<file path="src/hafe_pkg.sv">
// Package for the hex ASCII frame encoder.
// Holds the item codes, the frame descriptor type and the character helpers.
// It depends on nothing else; all but the two interface files import it.
package hafe_pkg;

  localparam int HAFE_QUEUE_DEPTH = 2;

  // Input item kinds.
  localparam logic [1:0] REQ_ADDR = 2'd0;
  localparam logic [1:0] REQ_ID   = 2'd1;
  localparam logic [1:0] REQ_DATA = 2'd2;
  localparam logic [1:0] REQ_NONE = 2'd3;

  // Frame characters.
  localparam logic [6:0] CH_T  = 7'h54;
  localparam logic [6:0] CH_S  = 7'h53;
  localparam logic [6:0] CH_X  = 7'h58;
  localparam logic [6:0] CH_CR = 7'h0D;
  localparam logic [6:0] CH_LF = 7'h0A;

  typedef enum logic [1:0] {
    OP_ADDR,
    OP_BYTE,
    OP_CLOSE
  } op_t;

  // One queued word: everything the back end needs to spell out one item.
  typedef struct packed {
    op_t        op;
    logic [7:0] value;
    logic       ck;     // S frame on an address, checksum trailer on a close
    logic [6:0] xsum;
  } desc_t;

  typedef struct packed {
    logic [6:0] ch;
    logic       frame_end;
  } char_t;

  function automatic logic [6:0] hex_char(input logic [3:0] nib);
    if (nib < 4'd10) begin
      hex_char = 7'h30 + {3'b000, nib};
    end else begin
      hex_char = 7'h37 + {3'b000, nib};
    end
  endfunction

  function automatic logic [2:0] char_count(input desc_t d);
    unique case (d.op)
      OP_ADDR:  char_count = 3'd4;
      OP_BYTE:  char_count = 3'd2;
      OP_CLOSE: char_count = d.ck ? 3'd6 : 3'd4;
      default:  char_count = 3'd2;
    endcase
  endfunction

  function automatic char_t char_at(input desc_t d, input logic [2:0] idx);
    logic [2:0] slot;
    char_t      c;
    slot        = idx;
    c.frame_end = 1'b0;
    // A close without checksum skips the two trailer digits.
    if (d.op == OP_CLOSE && !d.ck && idx >= 3'd2) begin
      slot = idx + 3'd2;
    end
    if (d.op == OP_ADDR) begin
      unique case (idx)
        3'd0:    c.ch = CH_T;
        3'd1:    c.ch = d.ck ? CH_S : CH_X;
        3'd2:    c.ch = hex_char(d.value[7:4]);
        3'd3:    c.ch = hex_char(d.value[3:0]);
        default: c.ch = CH_T;
      endcase
    end else begin
      unique case (slot)
        3'd0:    c.ch = hex_char(d.value[7:4]);
        3'd1:    c.ch = hex_char(d.value[3:0]);
        3'd2:    c.ch = hex_char({1'b0, d.xsum[6:4]});
        3'd3:    c.ch = hex_char(d.xsum[3:0]);
        3'd4:    c.ch = CH_CR;
        3'd5: begin
          c.ch        = CH_LF;
          c.frame_end = 1'b1;
        end
        default: c.ch = CH_CR;
      endcase
    end
    char_at = c;
  endfunction

endpackage

</file>
<file path="src/hafe_in_if.sv">
// Input channel of the hex ASCII frame encoder: valid/ready plus one item.
// Depends on nothing.
interface hafe_in_if;
  logic       valid;
  logic       ready;
  logic [1:0] req_type;
  logic [7:0] value;
  logic       last;
  logic       with_checksum;

  modport source (output valid, req_type, value, last, with_checksum, input ready);
  modport sink   (input valid, req_type, value, last, with_checksum, output ready);
endinterface

</file>
<file path="src/hafe_out_if.sv">
// Character channel of the hex ASCII frame encoder: valid/ready plus one character.
// Depends on nothing.
interface hafe_out_if;
  logic       valid;
  logic       ready;
  logic [6:0] char_out;
  logic       frame_end;
  logic       run_last;

  modport source (output valid, char_out, frame_end, run_last, input ready);
  modport sink   (input valid, char_out, frame_end, run_last, output ready);
endinterface

</file>
<file path="src/hafe_front.sv">
// Front end: accepts input words, keeps the frame mode and running XOR, and
// queues a descriptor per address, id or data word. Uses hafe_pkg, hafe_in_if.
module hafe_front
  import hafe_pkg::*;
(
  input  logic   clk,
  input  logic   rst_n,
  hafe_in_if.sink in_ch,
  input  logic   q_full,
  output logic   q_push,
  output desc_t  q_wdata
);

  logic       mode_r, mode_nxt;
  logic [6:0] xor_r, xor_nxt;
  logic       accept;
  logic [6:0] hi, lo, fold;

  assign in_ch.ready = !q_full;
  assign accept      = in_ch.valid && !q_full;

  assign hi   = hex_char(in_ch.value[7:4]);
  assign lo   = hex_char(in_ch.value[3:0]);
  assign fold = xor_r ^ hi ^ lo;

  always_comb begin
    mode_nxt      = mode_r;
    xor_nxt       = xor_r;
    q_push        = 1'b0;
    q_wdata.op    = OP_BYTE;
    q_wdata.value = in_ch.value;
    q_wdata.ck    = mode_r;
    q_wdata.xsum  = fold;
    if (accept) begin
      unique case (in_ch.req_type)
        REQ_ADDR: begin
          mode_nxt   = in_ch.with_checksum;
          xor_nxt    = hi ^ lo;
          q_push     = 1'b1;
          q_wdata.op = OP_ADDR;
          q_wdata.ck = in_ch.with_checksum;
        end
        REQ_ID, REQ_DATA: begin
          q_push = 1'b1;
          if (in_ch.last) begin
            q_wdata.op = OP_CLOSE;
            xor_nxt    = 7'd0;
          end else begin
            xor_nxt = fold;
          end
        end
        REQ_NONE: ;
        default: ;
      endcase
    end
  end

  always_ff @(posedge clk) begin
    if (!rst_n) begin
      mode_r <= 1'b0;
      xor_r  <= 7'd0;
    end else begin
      mode_r <= mode_nxt;
      xor_r  <= xor_nxt;
    end
  end

endmodule

</file>
<file path="src/hafe_queue.sv">
// Short descriptor queue between the front and back ends of the encoder.
// Uses hafe_pkg for the descriptor type.
module hafe_queue
  import hafe_pkg::*;
#(
  parameter int DEPTH = HAFE_QUEUE_DEPTH
) (
  input  logic  clk,
  input  logic  rst_n,
  input  logic  push,
  input  desc_t wdata,
  output logic  full,
  input  logic  pop,
  output logic  head_valid,
  output desc_t head
);

  localparam int AW = (DEPTH > 1) ? $clog2(DEPTH) : 1;
  localparam int CW = $clog2(DEPTH + 1);
  localparam logic [AW-1:0] LAST_PTR = AW'(DEPTH - 1);
  localparam logic [CW-1:0] FULL_CNT = CW'(DEPTH);

  desc_t         mem_r [DEPTH];
  logic [AW-1:0] wr_ptr_r, wr_ptr_nxt;
  logic [AW-1:0] rd_ptr_r, rd_ptr_nxt;
  logic [CW-1:0] cnt_r, cnt_nxt;

  assign full       = (cnt_r == FULL_CNT);
  assign head_valid = (cnt_r != '0);
  assign head       = mem_r[rd_ptr_r];

  always_comb begin
    wr_ptr_nxt = wr_ptr_r;
    rd_ptr_nxt = rd_ptr_r;
    cnt_nxt    = cnt_r;
    if (push) begin
      wr_ptr_nxt = (wr_ptr_r == LAST_PTR) ? '0 : wr_ptr_r + 1'b1;
    end
    if (pop) begin
      rd_ptr_nxt = (rd_ptr_r == LAST_PTR) ? '0 : rd_ptr_r + 1'b1;
    end
    if (push && !pop) begin
      cnt_nxt = cnt_r + 1'b1;
    end else if (pop && !push) begin
      cnt_nxt = cnt_r - 1'b1;
    end
  end

  always_ff @(posedge clk) begin
    if (!rst_n) begin
      wr_ptr_r <= '0;
      rd_ptr_r <= '0;
      cnt_r    <= '0;
    end else begin
      wr_ptr_r <= wr_ptr_nxt;
      rd_ptr_r <= rd_ptr_nxt;
      cnt_r    <= cnt_nxt;
    end
  end

  always_ff @(posedge clk) begin
    if (push) begin
      mem_r[wr_ptr_r] <= wdata;
    end
  end

  a_no_overflow: assert property (@(posedge clk) disable iff (!rst_n)
    !(push && full))
    else $error("queue written while full");

  a_no_underflow: assert property (@(posedge clk) disable iff (!rst_n)
    pop |-> head_valid)
    else $error("queue popped while empty");

endmodule

</file>
<file path="src/hafe_back.sv">
// Back end: spells the queue head out one character per cycle, unless out_ch stalls, into an
// output register, popping the descriptor with its final character. Uses hafe_pkg, hafe_out_if.
module hafe_back
  import hafe_pkg::*;
(
  input  logic       clk,
  input  logic       rst_n,
  input  logic       head_valid,
  input  desc_t      head,
  output logic       pop,
  hafe_out_if.source out_ch
);

  logic       out_valid_r, out_valid_nxt;
  logic [6:0] char_r;
  logic       frame_end_r;
  logic       run_last_r;
  logic [2:0] idx_r, idx_nxt;
  logic [2:0] count;
  char_t      cur;
  logic       load, emit, last_char;

  assign count     = char_count(head);
  assign cur       = char_at(head, idx_r);
  assign last_char = (idx_r == count - 3'd1);
  assign load      = !out_valid_r || out_ch.ready;
  assign emit      = head_valid && load;
  assign pop       = emit && last_char;

  always_comb begin
    idx_nxt       = idx_r;
    out_valid_nxt = out_valid_r;
    if (emit) begin
      idx_nxt       = last_char ? 3'd0 : idx_r + 3'd1;
      out_valid_nxt = 1'b1;
    end else if (out_ch.ready) begin
      out_valid_nxt = 1'b0;
    end
  end

  always_ff @(posedge clk) begin
    if (!rst_n) begin
      out_valid_r <= 1'b0;
      idx_r       <= 3'd0;
    end else begin
      out_valid_r <= out_valid_nxt;
      idx_r       <= idx_nxt;
    end
  end

  always_ff @(posedge clk) begin
    if (emit) begin
      char_r      <= cur.ch;
      frame_end_r <= cur.frame_end;
      run_last_r  <= last_char;
    end
  end

  assign out_ch.valid     = out_valid_r;
  assign out_ch.char_out  = char_r;
  assign out_ch.frame_end = frame_end_r;
  assign out_ch.run_last  = run_last_r;

  a_idx_in_range: assert property (@(posedge clk) disable iff (!rst_n)
    head_valid |-> idx_r < count)
    else $error("character index past the end of the descriptor");

  a_frame_end_lf: assert property (@(posedge clk) disable iff (!rst_n)
    (out_valid_r && frame_end_r) |-> (char_r == CH_LF && run_last_r))
    else $error("frame end flagged on a character other than the closing LF");

endmodule

</file>
<file path="src/hex_ascii_frame_encoder_top.sv">
// Top level of the hex ASCII frame encoder: front end, descriptor queue, back end.
// Uses hafe_pkg, hafe_in_if, hafe_out_if, hafe_front, hafe_queue, hafe_back.
//
//  channel | dir | handshake        | word
//  in_ch   | in  | valid/ready      | req_type, value, last, with_checksum
//  out_ch  | out | valid/ready      | char_out, frame_end, run_last
//
// The back end forms each character into the output register, which holds it until
// out_ch takes it. It forms one character per cycle while out_ch does not stall:
// an address word spells 4 characters, an id or data word 2, a closing word 4 or 6
// (with checksum). The front end takes a word in the cycle it arrives whenever the
// queue has room, even while earlier words are spelled out. Words of unused kind are
// taken and dropped. Reset is synchronous and clears the mode, XOR and queue.
// A stall on out_ch holds the output register and backs up through the queue to in_ch.
module hex_ascii_frame_encoder_top
  import hafe_pkg::*;
#(
  parameter int QUEUE_DEPTH = HAFE_QUEUE_DEPTH
) (
  input  logic       clk,
  input  logic       rst_n,
  hafe_in_if.sink    in_ch,
  hafe_out_if.source out_ch
);

  logic  q_push, q_full, q_pop, q_head_valid;
  desc_t q_wdata, q_head;

  hafe_front u_front (
    .clk     (clk),
    .rst_n   (rst_n),
    .in_ch   (in_ch),
    .q_full  (q_full),
    .q_push  (q_push),
    .q_wdata (q_wdata)
  );

  hafe_queue #(
    .DEPTH (QUEUE_DEPTH)
  ) u_queue (
    .clk        (clk),
    .rst_n      (rst_n),
    .push       (q_push),
    .wdata      (q_wdata),
    .full       (q_full),
    .pop        (q_pop),
    .head_valid (q_head_valid),
    .head       (q_head)
  );

  hafe_back u_back (
    .clk        (clk),
    .rst_n      (rst_n),
    .head_valid (q_head_valid),
    .head       (q_head),
    .pop        (q_pop),
    .out_ch     (out_ch)
  );

endmodule

</file>
<file path="src/flat_wrapper.sv">
// flat-port wrapper written by rule: the top's interface ports become plain ports
module hex_ascii_frame_encoder_top_flat import hafe_pkg::*;
#(
  parameter int QUEUE_DEPTH = HAFE_QUEUE_DEPTH
)
  (clk, rst_n, in_ch_valid, in_ch_req_type, in_ch_value, in_ch_last, in_ch_with_checksum, in_ch_ready, out_ch_valid, out_ch_char_out, out_ch_frame_end, out_ch_run_last, out_ch_ready);
  hafe_in_if in_ch_i ();
  hafe_out_if out_ch_i ();
  input  logic clk;
  input  logic rst_n;
  input wire logic [$bits(in_ch_i.valid)-1:0] in_ch_valid;
  input wire logic [$bits(in_ch_i.req_type)-1:0] in_ch_req_type;
  input wire logic [$bits(in_ch_i.value)-1:0] in_ch_value;
  input wire logic [$bits(in_ch_i.last)-1:0] in_ch_last;
  input wire logic [$bits(in_ch_i.with_checksum)-1:0] in_ch_with_checksum;
  output wire logic [$bits(in_ch_i.ready)-1:0] in_ch_ready;
  output wire logic [$bits(out_ch_i.valid)-1:0] out_ch_valid;
  output wire logic [$bits(out_ch_i.char_out)-1:0] out_ch_char_out;
  output wire logic [$bits(out_ch_i.frame_end)-1:0] out_ch_frame_end;
  output wire logic [$bits(out_ch_i.run_last)-1:0] out_ch_run_last;
  input wire logic [$bits(out_ch_i.ready)-1:0] out_ch_ready;
  assign in_ch_i.valid = in_ch_valid;
  assign in_ch_i.req_type = in_ch_req_type;
  assign in_ch_i.value = in_ch_value;
  assign in_ch_i.last = in_ch_last;
  assign in_ch_i.with_checksum = in_ch_with_checksum;
  assign in_ch_ready = in_ch_i.ready;
  assign out_ch_valid = out_ch_i.valid;
  assign out_ch_char_out = out_ch_i.char_out;
  assign out_ch_frame_end = out_ch_i.frame_end;
  assign out_ch_run_last = out_ch_i.run_last;
  assign out_ch_i.ready = out_ch_ready;
  hex_ascii_frame_encoder_top #(.QUEUE_DEPTH(QUEUE_DEPTH)) u_core (.clk(clk), .rst_n(rst_n), .in_ch(in_ch_i), .out_ch(out_ch_i));
endmodule
</file>
<file path="config.mk">
export PLATFORM = sky130hd
export DESIGN_NAME = hex_ascii_frame_encoder_top_flat
export DESIGN_NICKNAME = d
export VERILOG_FILES = /design/src/hafe_pkg.sv /design/src/hafe_in_if.sv /design/src/hafe_out_if.sv /design/src/hafe_front.sv /design/src/hafe_queue.sv /design/src/hafe_back.sv /design/src/hex_ascii_frame_encoder_top.sv /design/src/flat_wrapper.sv
export SDC_FILE = /design/constraint.sdc
export NUM_CORES = 1
export LEC_CHECK = 0
export ABC_AREA = 1
export ABC_CLOCK_PERIOD_IN_PS = 2300
export BUFFER_PORTS_ARGS = -buffer_cell sky130_fd_sc_hd__buf_2
export CORE_MARGIN = 2
export CORE_UTILIZATION = 25
export DETAILED_ROUTE_END_ITERATION = 8
export PLACE_DENSITY = 0.39
export SETUP_SLACK_MARGIN = 0.5
export SLEW_MARGIN = 5
export SYNTH_ARGS = -nofsm -noshare
export SYNTH_HDL_FRONTEND = slang
export SYNTH_SLANG_ARGS = --single-unit
</file>
<file path="constraint.sdc">
create_clock -name clk -period 2.3 [get_ports clk]
set_input_delay 0.575 -clock clk [delete_from_list [all_inputs] [get_ports clk]]
set_output_delay 0.575 -clock clk [all_outputs]
set_load 0.01 [all_outputs]
</file>
==> metrics.csv <==
stage;metric;value;unit
worst_hold_path;worst min path class;primary input to register;
synth;ys async rst share;0;%
finish;Antenna Cells;0;
setup_path;CP Capture Type;register;
cts;Inserted Clock Buffers;9;
place;IO Port Bufs;26;
setup_path;crit path cell chain;buf_4, nand2_2, nand2_4, inv_1, nand2_1, nand2_1, nand2_2, nor3_4, nand2_2, ha_4, a21oi_2, o21ai_1, o21ai_1, a21oi_1;
drt;drt pass-1 iters;4;
sta;max-slew violations;0;
place;routability congestion estimate;0.864;
synth;mapped cell area;3690;um^2
setup_path;Worst Path Required;2520;ps
finish;fin nets;520;
finish;fillers;1468;
die;Die Ht;126;um
setup_path;Crit path top cell by count;nand2_2;
pwr;Power Total;4.93;mW
sta;slew margin rel.;67.6;%
sta;Max Clock Skew;4.88;ps
sta;Worst Tran Pin Value;484;ps
cts;CTS root buf;clkbuf_16;
finish;Area Growth Syn to Fin;31.9;%
setup_path;worst path buffer plus inverter count;2;
synth;Mapped Nets;464;
synth;number of flops mapped to enable cells by yosys;45;
synth;register area share after synthesis;45.8;%
global_routing;Tot GR Track Use;11.6;%
die;I/O Pins;27;
synth;Syn Inst Count;435;
die;Core Area;14500;um^2
sta;TNS Setup;0;ps
setup_path;CP max stage cell;dfxtp_4;
sta;fmax;515;MHz
drt;Routed WL;8.81;mm
pwr;LEAKAGE;2.06;nW
drt;post-route ant nets;0;
setup_path;Setup Crit Path Kind;register to register;
global_routing;antenna violations before repair;0;
setup_path;Top delay family on crit path;simple AND/OR/NAND/NOR gates;
synth;synth unique cells;45;
pwr;PD cells;1010;nW/um^2
finish;share of cells above drive strength 1;32.5;%
synth;Main synth FF type;edfxtp_1;
setup_path;FF-to-FF setup slack;360;ps
drt;via/cell ratio;4.39;
setup_path;Crit Path Max Fanout;6;
sta;Tmin final;1940;ps
sta;period utilization;84.4;%
global_routing;vias in the first global route;2822;
drt;DRC;0;
synth;Synthesis Warnings;0;
die;Die ar.;15800;um^2
finish;final instance count without filler cells;680;
global_routing;first-pass GRT wire length;14.3;mm
cts;clock-pin slew on the worst setup and hold paths;50;ps
synth;#FFs+latches synth;62;
cts;CTS tree;done;
setup_path;Largest stage delay, worst path;370;ps
die;initial core utilization;25.5;%
sta;total setup violations reported at the end of the flow;0;
cts;CTS sink cnt;62;
sta;RSZ-0062 raised after global routing;true;
cts;H-tree levels;3;
place;detailed placer's ending HPWL;6.46;mm
run_status;status;finished, final reports clean;
flow_run;max-cap viol count;0;
cts;clk buf depth;2;
die;Die Span X;126;um
setup_path;CP Data Arrival Time;2160;ps
cts;clock latency on the worst-skew pair;330;ps
place;Placed Cells;647;
drt;DR iter-0 viols;93;
drt;Vias;2987;
drt;Avg WL per Cell;13.0;um
die;row count;44;
global_routing;largest net degree at the start of global routing;19;
setup_path;CP Launch Type;register;
pwr;Max VDD drop;0.000285;V
global_routing;GR Overflow Total;0;
sta;Final Hold Vio Count;0;
synth;Syn Area/Cell;8.49;um^2
==> synthesized netlist by cell type, types with 4 or more instances <==
cell	instances	area [um^2]
nand2_1	113	424
inv_1	52	195
edfxtp_1	45	1350
nor2_1	27	101
o21ai_0	22	110
nand3_1	19	95.1
dfxtp_1	17	340
a21oi_1	16	80.1
ha_1	13	163
nand2_2	13	81.3
o21ai_1	9	45.0
xor2_1	9	78.8
or2_2	8	50.1
inv_2	7	26.3
nand4_1	7	43.8
a21oi_2	5	43.8
xnor2_1	5	43.8
nor2_4	4	45.0
o21ai_2	4	35.0
==> timing repair <==
action                     in CTS  in global routing
setup buffers                  12                  4
hold endpoints to repair        0                  0
hold buffers                    0                  0
setup endpoints to repair      10                 21
pin swaps                      15                  8
gates cloned                    1                  0
gates resized for setup        38                 20
==> layout make-up <==
type | count | area, um^2 | share of cell area (%)
repair buffers | 50 | 373 | 7.65
inverters | 63 | 262 | 5.37
flip-flops and latches | 62 | 1700 | 35.0
clock buffers | 11 | 253 | 5.19
clock inverters | 5 | 81.3 | 1.67
multi-input cells | 305 | 1970 | 40.4
well taps | 184 | 230 | 4.72
==> where the power goes <==
part           internal [mW]  switching [mW]  leakage, nW  total (mW)
Clock                   1.01           0.495        0.162        1.50
Combinational          0.719            1.17         1.34        1.89
Sequential              1.46          0.0865        0.562        1.54
Total                   3.18            1.75         2.06        4.93
==> state kept, by name (all words and copies together) (netlist names), named ones only <==
register	count
u_core.u_queue.wr_ptr_r	1
u_core.u_front.xor_r	7
u_core.u_queue.rd_ptr_r	1
u_core.u_back.out_ch.frame_end	1
u_core.u_back.out_ch.char_out	7
u_core.u_back.out_ch.run_last	1
u_core.u_queue.mem_r	36
u_core.u_front.mode_r	1
u_core.u_back.out_ch.valid	1
u_core.u_queue.cnt_r	2
u_core.u_back.idx_r	3
==> worst register-to-register path, delay by kind of cell (launching register included) <==
family                   cells  cell delay, ps
AO/OA/AOI/OAI                4             340
buffers and inverters        2             250
AND/OR/NAND/NOR              7             640
adder cells (fa/ha/maj)      1             230
flip-flops                   1             370
==> per-stage QoR <==
step	cell area, um^2	utilization [%]	hold slack (ps)	setup slack [ps]
detailed placement	4170	28.8	479	90.7
CTS	4740	32.8	476	386
global placement	4170	28.8	485	47.9
floorplan	3760	-	450	430
global route	4870	33.7	476	251
finish	4870	33.7	487	359
==> logic make-up (layout without fill, tap and decap cells) <==
logic type | Yosys count | after routing | synth area share (%)
multiplexers | 2 | 2 | 0.644
adder cells (fa/ha/maj) | 13 | 13 | 4.40
AND/OR/NAND/NOR | 201 | 202 | 25.1
flip-flops | 62 | 62 | 45.8
buffers and inverters | 69 | 129 | 7.86
AO/OA/AOI/OAI | 73 | 73 | 12.5
XOR/XNOR | 15 | 15 | 3.76
==> final timing paths <==
check,from,endpoint,cells after the start
setup / recovery,register,u_core.u_queue.cnt_r[1],14
hold reg to reg,u_core.u_queue.rd_ptr_r,u_core.u_queue.rd_ptr_r,2
setup reg to reg,register,u_core.u_queue.cnt_r[1],14
hold / removal,in_ch_value[0],u_core.u_queue.mem_r[1][8],1
==> routing by layer <==
layer  up-vias  share of wire, %  track usage (%)  routed length [um]
met3        16               3.0             2.65                 262
met4         0               3.6             7.06                 314
li1       1552                 -                -                   -
met2        44                47             18.3                4110
met5         -                 0                0                   0
met1      1375                47             14.5                4120
==> cells in the final DEF, fill, tap and decap left out, drive strengths merged, types with 5 or more instances in the layout <==
master  instances
clkinv          5
nand3          19
nor2           31
edfxtp         45
dfxtp          17
xnor2           6
or2            11
o21ai          36
nand2         130
inv            60
clkbuf         11
ha             13
nand4           8
xor2            9
a21oi          22
buf            50
Power figures use the tool's default switching activity.
